File: src/hdl/shi_pkg.sv
// Shared types and constants for the serial host interface slave.
`timescale 1ns / 1ps

package shi_pkg;

    localparam int DATA_W = 24;
    localparam int CMD_W  = 2;
    localparam int SEL_W  = 3;

    // control/status layout
    localparam int CTL_W    = 14;   // writable control bits [13:0]
    localparam int BIT_EN   = 0;
    localparam int BIT_TIE  = 11;
    localparam int BIT_RIE  = 12;   // receive irq mode [13:12]
    localparam int BIT_TUE  = 14;
    localparam int BIT_TDE  = 15;
    localparam int BIT_RNE  = 17;
    localparam int BIT_RFF  = 19;
    localparam int BIT_ROE  = 20;
    localparam int BIT_BER  = 21;

    typedef enum logic [CMD_W-1:0] {
        CMD_READ     = 2'd0,
        CMD_WRITE    = 2'd1,
        CMD_EXCHANGE = 2'd2
    } t_cmd;

    typedef enum logic [SEL_W-1:0] {
        SEL_CLOCK    = 3'd0,
        SEL_STATUS   = 3'd1,
        SEL_ADDRESS  = 3'd2,
        SEL_TRANSMIT = 3'd3,
        SEL_RECEIVE  = 3'd4
    } t_sel;

    typedef enum logic [1:0] {
        RIE_OFF       = 2'd0,
        RIE_NOT_EMPTY = 2'd1,
        RIE_FULL      = 2'd2,
        RIE_ALT       = 2'd3
    } t_rie;

    typedef struct packed {
        logic push;
        logic pop;
        logic clear;
    } t_fifo_cmd;

    typedef struct packed {
        logic [DATA_W-1:0] read_data;
        logic [DATA_W-1:0] shifted_out;
        logic              word_sent;
        logic              irq_transmit_data;
        logic              irq_transmit_underrun;
        logic              irq_receive_not_empty;
        logic              irq_receive_full;
        logic              irq_receive_overrun;
    } t_result;

endpackage

File: src/hdl/shi_fifo.sv
// Receive FIFO: shift-down register file with a fill count.
`timescale 1ns / 1ps

module shi_fifo
    import shi_pkg::*;
#(
    parameter int FIFO_DEPTH = 10,
    parameter int CNT_W      = 4
) (
    input  logic              i_clk,
    input  logic              i_rst_n,
    input  t_fifo_cmd         i_cmd,
    input  logic [DATA_W-1:0] i_data,
    output logic [CNT_W-1:0]  o_count,
    output logic [DATA_W-1:0] o_head
);

    localparam int IDX_W = (FIFO_DEPTH > 1) ? $clog2(FIFO_DEPTH) : 1;

    logic [DATA_W-1:0] r_mem [FIFO_DEPTH];
    logic [CNT_W-1:0]  r_count;
    logic [CNT_W-1:0]  n_count;
    logic [IDX_W-1:0]  w_wr_idx;

    assign w_wr_idx = r_count[IDX_W-1:0];

    // push only below full, pop only when not empty (caller guarantees)
    always_comb begin
        n_count = r_count;
        if (i_cmd.clear) begin
            n_count = '0;
        end else if (i_cmd.push) begin
            n_count = r_count + CNT_W'(1);
        end else if (i_cmd.pop) begin
            n_count = r_count - CNT_W'(1);
        end
    end

    always_ff @(posedge i_clk) begin
        if (!i_rst_n) begin
            r_count <= '0;
        end else begin
            r_count <= n_count;
        end
    end

    for (genvar g = 0; g < FIFO_DEPTH; g++) begin : g_entry
        localparam logic [IDX_W-1:0] K = IDX_W'(g);
        if (g < FIFO_DEPTH - 1) begin : g_shift
            always_ff @(posedge i_clk) begin
                if (i_cmd.push && w_wr_idx == K) begin
                    r_mem[g] <= i_data;
                end else if (i_cmd.pop) begin
                    r_mem[g] <= r_mem[g+1];
                end
            end
        end else begin : g_last
            always_ff @(posedge i_clk) begin
                if (i_cmd.push && w_wr_idx == K) begin
                    r_mem[g] <= i_data;
                end
            end
        end
    end

    assign o_count = r_count;
    assign o_head  = r_mem[0];

endmodule

File: src/hdl/shi_ctrl.sv
// Register file, status flags and per-item command execution.
`timescale 1ns / 1ps

module shi_ctrl
    import shi_pkg::*;
#(
    parameter int FIFO_DEPTH = 10,
    parameter int CNT_W      = 4
) (
    input  logic              i_clk,
    input  logic              i_rst_n,
    input  logic              i_fire,
    input  logic [CMD_W-1:0]  i_command,
    input  logic [SEL_W-1:0]  i_reg_select,
    input  logic [DATA_W-1:0] i_write_data,
    input  logic [CNT_W-1:0]  i_count,
    input  logic [DATA_W-1:0] i_head,
    output t_fifo_cmd         o_fifo,
    output t_result           o_result
);

    localparam logic [CNT_W-1:0] DEPTH_C = CNT_W'(FIFO_DEPTH);

    logic [DATA_W-1:0] r_clock, n_clock;
    logic [DATA_W-1:0] r_addr, n_addr;
    logic [DATA_W-1:0] r_tx, n_tx;
    logic [CTL_W-1:0]  r_ctl, n_ctl;
    logic              r_tue, n_tue;
    logic              r_tde, n_tde;
    logic              r_roe, n_roe;

    logic              w_rne;
    logic              w_rff;
    logic [DATA_W-1:0] w_status;
    logic [1:0]        w_mode;
    logic              w_off;
    logic [CNT_W-1:0]  w_cnt_after;

    assign w_rne = (i_count != '0);
    assign w_rff = (i_count >= DEPTH_C);
    assign w_mode = r_ctl[BIT_RIE +: 2];

    always_comb begin
        w_status = '0;
        w_status[CTL_W-1:0] = r_ctl;
        w_status[BIT_TUE]   = r_tue;
        w_status[BIT_TDE]   = r_tde;
        w_status[BIT_RNE]   = w_rne;
        w_status[BIT_RFF]   = w_rff;
        w_status[BIT_ROE]   = r_roe;
        w_status[BIT_BER]   = 1'b0;   // no bus error source in this block
    end

    always_comb begin
        n_clock     = r_clock;
        n_addr      = r_addr;
        n_tx        = r_tx;
        n_ctl       = r_ctl;
        n_tue       = r_tue;
        n_tde       = r_tde;
        n_roe       = r_roe;
        o_fifo      = '0;
        o_result    = '0;
        w_off       = 1'b0;
        w_cnt_after = i_count;
        if (i_fire) begin
            case (t_cmd'(i_command))
                CMD_READ: begin
                    case (t_sel'(i_reg_select))
                        SEL_CLOCK:   o_result.read_data = r_clock;
                        SEL_STATUS:  o_result.read_data = w_status;
                        SEL_ADDRESS: o_result.read_data = r_addr;
                        SEL_RECEIVE: begin
                            if (w_rne) begin
                                o_result.read_data = i_head;
                                o_fifo.pop         = 1'b1;
                                n_roe              = 1'b0;
                            end
                        end
                        default: o_result.read_data = '0;
                    endcase
                end
                CMD_WRITE: begin
                    case (t_sel'(i_reg_select))
                        SEL_CLOCK:   n_clock = i_write_data;
                        SEL_ADDRESS: n_addr  = i_write_data;
                        SEL_STATUS: begin
                            n_ctl = i_write_data[CTL_W-1:0];
                            w_off = r_ctl[BIT_EN] && !i_write_data[BIT_EN];
                            if (w_off) begin
                                o_fifo.clear = 1'b1;
                                w_cnt_after  = '0;
                                n_tx         = '0;
                                n_tue        = 1'b0;
                                n_roe        = 1'b0;
                                n_tde        = 1'b1;
                            end
                            case (t_rie'(i_write_data[BIT_RIE +: 2]))
                                RIE_FULL:
                                    o_result.irq_receive_full = (w_cnt_after >= DEPTH_C);
                                RIE_NOT_EMPTY, RIE_ALT:
                                    o_result.irq_receive_not_empty = (w_cnt_after != '0);
                                default: ;
                            endcase
                        end
                        SEL_TRANSMIT: begin
                            n_tx  = i_write_data;
                            n_tde = 1'b0;
                            n_tue = 1'b0;
                        end
                        default: ;
                    endcase
                end
                CMD_EXCHANGE: begin
                    if (r_ctl[BIT_EN]) begin
                        o_result.shifted_out = r_tx;
                        if (r_tde) begin
                            // underrun: stale word goes out again
                            n_tue = 1'b1;
                            o_result.irq_transmit_underrun = r_ctl[BIT_TIE];
                        end else begin
                            n_tde = 1'b1;
                            o_result.word_sent         = 1'b1;
                            o_result.irq_transmit_data = r_ctl[BIT_TIE];
                        end
                        if (w_rff) begin
                            n_roe = 1'b1;
                            o_result.irq_receive_overrun = (w_mode != RIE_OFF);
                        end else begin
                            o_fifo.push = 1'b1;
                            w_cnt_after = i_count + CNT_W'(1);
                            case (t_rie'(w_mode))
                                RIE_FULL:
                                    o_result.irq_receive_full = (w_cnt_after >= DEPTH_C);
                                RIE_NOT_EMPTY, RIE_ALT:
                                    o_result.irq_receive_not_empty = 1'b1;
                                default: ;
                            endcase
                        end
                    end
                end
                default: ;
            endcase
        end
    end

    always_ff @(posedge i_clk) begin
        if (!i_rst_n) begin
            r_clock <= '0;
            r_addr  <= '0;
            r_tx    <= '0;
            r_ctl   <= '0;
            r_tue   <= 1'b0;
            r_tde   <= 1'b0;
            r_roe   <= 1'b0;
        end else begin
            r_clock <= n_clock;
            r_addr  <= n_addr;
            r_tx    <= n_tx;
            r_ctl   <= n_ctl;
            r_tue   <= n_tue;
            r_tde   <= n_tde;
            r_roe   <= n_roe;
        end
    end

endmodule

File: src/hdl/serial_host_interface_slave.sv
// Top level of the serial host interface slave: item pipeline and submodules.
`timescale 1ns / 1ps

// Serial host interface slave. Each input item is a bus read, a bus write
// or one 24-bit word exchange with the serial peer; each item yields exactly
// one result item with the read value, the word shifted out and the
// interrupt requests it raised. Throughput is one item per clock while the
// result side does not stall. An item is captured in the input register,
// executed against the register file and receive FIFO once the output
// register can take its result, and its result lands in the output register.
// The state update between those registers is combinational and sets the
// rate. Both sides use valid/stall: a stalled result holds the output
// register, and the input side keeps accepting as long as the result can
// move on. The receive FIFO holds FIFO_DEPTH words and needs no clearing
// pass after reset; its fill count alone defines which entries are live.
// Clearing the enable bit empties the FIFO and resets the transmit side.

module serial_host_interface_slave
    import shi_pkg::*;
#(
    parameter int FIFO_DEPTH = 10
) (
    input  logic              i_clk,
    input  logic              i_rst_n,
    // input item channel
    input  logic              i_in_valid,
    output logic              o_in_stall,
    input  logic [CMD_W-1:0]  i_command,
    input  logic [SEL_W-1:0]  i_reg_select,
    input  logic [DATA_W-1:0] i_write_data,
    input  logic [DATA_W-1:0] i_peer_word,
    // result item channel
    output logic              o_out_valid,
    input  logic              i_out_stall,
    output logic [DATA_W-1:0] o_read_data,
    output logic [DATA_W-1:0] o_shifted_out,
    output logic              o_word_sent,
    output logic              o_irq_transmit_data,
    output logic              o_irq_transmit_underrun,
    output logic              o_irq_receive_not_empty,
    output logic              o_irq_receive_full,
    output logic              o_irq_receive_overrun
);

    localparam int CNT_W = $clog2(FIFO_DEPTH + 1);

    // input register
    logic              r_in_valid;
    logic [CMD_W-1:0]  r_in_cmd;
    logic [SEL_W-1:0]  r_in_sel;
    logic [DATA_W-1:0] r_in_wdata;
    logic [DATA_W-1:0] r_in_peer;

    // output register
    logic              r_out_valid;
    t_result           r_out;

    logic              w_out_ready;
    logic              w_fire;
    logic              w_in_take;
    t_result           w_result;
    t_fifo_cmd         w_fifo_cmd;
    logic [CNT_W-1:0]  w_count;
    logic [DATA_W-1:0] w_head;

    assign w_out_ready = !r_out_valid || !i_out_stall;
    assign w_fire      = r_in_valid && w_out_ready;   // item executes now
    assign o_in_stall  = r_in_valid && !w_out_ready;
    assign w_in_take   = i_in_valid && !o_in_stall;

    always_ff @(posedge i_clk) begin
        if (!i_rst_n) begin
            r_in_valid <= 1'b0;
        end else if (w_in_take) begin
            r_in_valid <= 1'b1;
        end else if (w_fire) begin
            r_in_valid <= 1'b0;
        end
    end

    always_ff @(posedge i_clk) begin
        if (w_in_take) begin
            r_in_cmd   <= i_command;
            r_in_sel   <= i_reg_select;
            r_in_wdata <= i_write_data;
            r_in_peer  <= i_peer_word;
        end
    end

    shi_ctrl #(
        .FIFO_DEPTH (FIFO_DEPTH),
        .CNT_W      (CNT_W)
    ) u_ctrl (
        .i_clk        (i_clk),
        .i_rst_n      (i_rst_n),
        .i_fire       (w_fire),
        .i_command    (r_in_cmd),
        .i_reg_select (r_in_sel),
        .i_write_data (r_in_wdata),
        .i_count      (w_count),
        .i_head       (w_head),
        .o_fifo       (w_fifo_cmd),
        .o_result     (w_result)
    );

    shi_fifo #(
        .FIFO_DEPTH (FIFO_DEPTH),
        .CNT_W      (CNT_W)
    ) u_fifo (
        .i_clk   (i_clk),
        .i_rst_n (i_rst_n),
        .i_cmd   (w_fifo_cmd),
        .i_data  (r_in_peer),
        .o_count (w_count),
        .o_head  (w_head)
    );

    always_ff @(posedge i_clk) begin
        if (!i_rst_n) begin
            r_out_valid <= 1'b0;
        end else if (w_fire) begin
            r_out_valid <= 1'b1;
        end else if (!i_out_stall) begin
            r_out_valid <= 1'b0;
        end
    end

    always_ff @(posedge i_clk) begin
        if (w_fire) begin
            r_out <= w_result;
        end
    end

    assign o_out_valid             = r_out_valid;
    assign o_read_data             = r_out.read_data;
    assign o_shifted_out           = r_out.shifted_out;
    assign o_word_sent             = r_out.word_sent;
    assign o_irq_transmit_data     = r_out.irq_transmit_data;
    assign o_irq_transmit_underrun = r_out.irq_transmit_underrun;
    assign o_irq_receive_not_empty = r_out.irq_receive_not_empty;
    assign o_irq_receive_full      = r_out.irq_receive_full;
    assign o_irq_receive_overrun   = r_out.irq_receive_overrun;

endmodule

File: config.mk
export PLATFORM = sky130hd
export DESIGN_NAME = serial_host_interface_slave
export DESIGN_NICKNAME = d
export VERILOG_FILES = /design/src/hdl/shi_pkg.sv /design/src/hdl/shi_fifo.sv /design/src/hdl/shi_ctrl.sv /design/src/hdl/serial_host_interface_slave.sv
export SDC_FILE = /design/constraint.sdc
export NUM_CORES = 1
export LEC_CHECK = 0
export ABC_AREA = 1
export BUFFER_PORTS_ARGS = -buffer_cell sky130_fd_sc_hd__buf_2
export CAP_MARGIN = 15
export CORE_ASPECT_RATIO = 0.7
export CORE_MARGIN = 3
export CORE_UTILIZATION = 35
export CTS_CLUSTER_SIZE = 30
export DETAILED_ROUTE_END_ITERATION = 10
export PLACE_DENSITY_LB_ADDON = 0.2
export SLEW_MARGIN = 10
export SYNTH_ARGS = -nofsm -noshare
export SYNTH_HDL_FRONTEND = slang
export SYNTH_HIERARCHICAL = 1
export SYNTH_SLANG_ARGS = --single-unit
File: constraint.sdc
create_clock -name i_clk -period 5.9 [get_ports i_clk]
set_input_delay 0.59 -clock i_clk [delete_from_list [all_inputs] [get_ports i_clk]]
set_output_delay 0.59 -clock i_clk [all_outputs]
set_load 0.1 [all_outputs]
==> impl_metrics.csv <==
group,metric,value,unit
sta,tightest_slew,1150,ps
layout,drive_gt1_share,12.1,%
placement,hpwl,28.5,mm
synth,yosys_register_bits,442,
run_status,status,"complete, no violations",
layout,ff_latch_area,12300,µm²
synth,netlist_instances,1844,
synth,yosysMostFrequentCell,"nand2_1",
floorplan,io_pins,113,
synth,netlist.area_leader.share,55.7,%
layout,layoutNonFillerInstCount,2586,
layout,syn2layout_area_growth,12.0,%
pwr,p_leak,8.13,nW
cts,clk_pin_slew_worst_paths,70,ps
sta,period_share,63.8,%
cts,root_buffer,"clkbuf_16",
synth,synth_common_cells,"nand2_1, edfxtp_1, nand3_1",
route,drc,0,
pwr,swShare,22.6,%
cts,post_cts_buffers,0,
floorplan,die-area,56300,µm²
pwr,p_comb_share,4.3,%
grt,grt_pass1_vias,12600,
sta,rsz0062_at_grt,"false",
worst_setup_path,crit_chain,"inv_1, ha_1, nand3_1, buf_4, nor2_1, nand2_1, inv_2, nand3_2, nand2_1",
cts,cts_buffer_depth,3,
sta,slew_headroom,23.3,%
cts,cts_tree,"yes",
synth,synth_area_leader_cell,"edfxtp_1",
placement,place_ws,1820,ps
layout,nets,1935,
cts,numClockSinks,442,
cts,htree_num_levels,2,
sta,period_minus_slack,3770,ps
floorplan,start_util,35.6,%
sta,setup-tns-final,0,ps
cts,hold_buffers,0,
synth,synth_edf_count,347,
grt,grt_usage,15.4,%
worst_setup_path,cp_data_arrival_time,3950,ps
worst_setup_path,cp_slowest_cell,"nand2_1",
synth,synth_cell_type_count,36,
pwr,ir_drop,0.175,mV
floorplan,rows,70,
pwr,p_seq_share,52.8,%
placement,port_buffers,112,
route,postRouteAntennaNets,0,
cts,clk_latency,580,ps
sta,setup_ws,2130,ps
floorplan,die_h,199,µm
route,wirelength,43.6,mm
pwr,clkPwrFrac,42.9,%
sta,slew_violations,0,
pwr,switchingPower,0.00148,W
worst_setup_path,r2r_cells,9,
hold_path,hold_depth,1,
worst_setup_path,end_kind,"register",
synth,synthesis.nets,1913,
worst_setup_path,critical_path_class,"register to register",
worst_setup_path,start_kind,"register",
grt,grt_pass1_wl,68.9,mm
floorplan,fp.coreArea,52600,µm²
placement,gp_congestion,0.810,
synth,synth_compound_area_share,5.76,%
synth,synth-xor-area-share,0.0468,%
synth,synth_top_family_by_area,"simple AND/OR/NAND/NOR gates",
synth,syn_area_per_cell,10.1,µm²
synth,seq_area_frac_synth,65.9,%
hold_path,holdCritPathClass,"input pin to register",
pwr,internal_power,0.00506,W
sta,fmax,265,MHz
synth,yosys.area_share.simple,21.6,%
synth,async_reset_ff_share,0,%
pwr,powerDensity,312,nW/µm²
grt,grt.overflow.total,0,
sta,fin_skew,21.7,ps
placement,dp.cells,2500,
job,maxCapViolations,0,
route,vias,12900,
route,drt_iter0_markers,1092,
sta,setup_viol_count_final,0,
worst_setup_path,cpPeakStageDelay,990,ps
layout,nFillCells,5112,
worst_setup_path,required,6080,ps
route,viasPerCell,5.00,
route,wl_per_cell,16.8,µm
grt,grt_start_max_net_pins,226,
synth,yosysWarnings,6,
floorplan,dieWidth,282,µm
synth,syn-cell-area,18700,µm²
synth,ys.flop_type,"edfxtp_1",
sta,finalHoldViolCount,0,
route,firstDrtPassIters,5,
synth,synth-adder-area-share,0.803,%
layout,diodes,0,
grt,grt_antenna_before_repair,0,
synth,synthMuxAreaShare,0,%
worst_setup_path,cpMostUsedCell,"nand2_1",
cts,cts_buffers,46,
synth,yosys-top-cells-area,"edfxtp_1, nand2_1, dfxtp_1",
worst_setup_path,cp_max_fo,29,
layout,multi_input_area,5310,µm²
cts,cts_resized,0,
==> placed cells by master (no fill, tap or decap), types with 3 or more instances in the layout <==
master | Yosys | routed
nand2_1 | 530 | 530
edfxtp_1 | 347 | 347
nand3_1 | 237 | 237
nor2_1 | 153 | 152
buf_2 | 45 | 112
dfxtp_1 | 95 | 95
a21oi_1 | 88 | 87
o21ai_0 | 83 | 83
inv_1 | 76 | 75
clkbuf_16 | 0 | 50
nand2_2 | 15 | 15
o21ai_1 | 14 | 13
ha_1 | 12 | 12
clkinv_2 | 0 | 11
clkinv_1 | 0 | 10
buf_4 | 36 | 8
inv_2 | 5 | 6
clkbuf_1 | 52 | 6
o211ai_1 | 6 | 6
nand2_4 | 4 | 4
nand3_2 | 3 | 3
a22oi_1 | 3 | 3
a41oi_1 | 3 | 3
nor3_1 | 4 | 3
==> through the flow <==
| step | hold slack, ps | utilization [%] | total power (W) | instance area [µm²] |
|---|---|---|---|---|
| global placement | 435 | 37.0 | 0.00380 | 19400 |
| floorplan | 424 | - | 0.00372 | 18700 |
| CTS | 151 | 39.8 | 0.00663 | 20900 |
| global route | 153 | 39.9 | 0.00678 | 20900 |
| finish | 187 | 39.9 | 0.00654 | 20900 |
| detailed placement | 441 | 37.0 | 0.00381 | 19400 |
==> area by class of cell <==
class | count | share of cell area (%)
Tap cell | 684 | 4.09
Multi-Input combinational cell | 1172 | 25.4
Clock buffer | 57 | 6.15
Clock inverter | 27 | 0.807
Timing Repair Buffer | 123 | 3.32
Inverter | 81 | 1.45
Sequential cell | 442 | 58.8
==> final timing paths <==
| kind | startpoint | end | slack [ps] |
|---|---|---|---|
| worst max register to register | r_in_cmd[0]$_DFFE_PP_ | u_fifo/r_mem[4][6]$_DFFE_PP_ | 2130 |
| worst min-delay path | i_write_data[9] | r_in_wdata[9]$_DFFE_PP_ | 190 |
| worst min register to register | u_ctrl/r_clock[20]$_SDFFE_PN0P_ | u_ctrl/r_clock[20]$_SDFFE_PN0P_ | 450 |
| worst max-delay path | r_in_cmd[0]$_DFFE_PP_ | u_fifo/r_mem[4][6]$_DFFE_PP_ | 2130 |
==> cell families after synthesis <==
| family | Yosys count |
|---|---|
| flops | 442 |
| fa+ha+maj | 12 |
| buf+inv | 230 |
| compound gates | 203 |
| simple gates | 956 |
| xor+xnor | 1 |
==> layer usage <==
layer  track usage (%)  up-vias  share of wire [%]
met1              22.0     6337                 49
li1                  -     6247                  -
met3              3.24       63                5.0
met5                 0        -                  0
met4              3.79        0                1.8
met2              24.0      275                 44
==> sequential cells by signal, summed over array words and instances, names as in the netlist, 14 cells and up <==
signal,cells
u_fifo/r_mem,240
o_shifted_out,24
o_read_data,24
r_in_wdata,24
u_ctrl/r_addr,24
u_ctrl/r_ctl,14
r_in_peer,24
u_ctrl/r_clock,24
u_ctrl/r_tx,24
==> power groups by stage <==
stage	combinational [W]	clock (W)	sequential, W
after floorplan	0.000129	0	0.00359
after global placement	0.000278	0	0.00352
after detailed placement	0.000282	0	0.00352
after CTS	0.000283	0.00289	0.00346
after global routing	0.000311	0.00300	0.00346
final	0.000281	0.00281	0.00345
==> critical path, delay by kind of cell, from the launching register on <==
family | cells | cell delay (ps)
buffers and inverters | 3 | 490
adder cells (fa/ha/maj) | 1 | 220
AND/OR/NAND/NOR | 5 | 2260
flip-flops | 1 | 400
(Power assumes the default switching activity.)
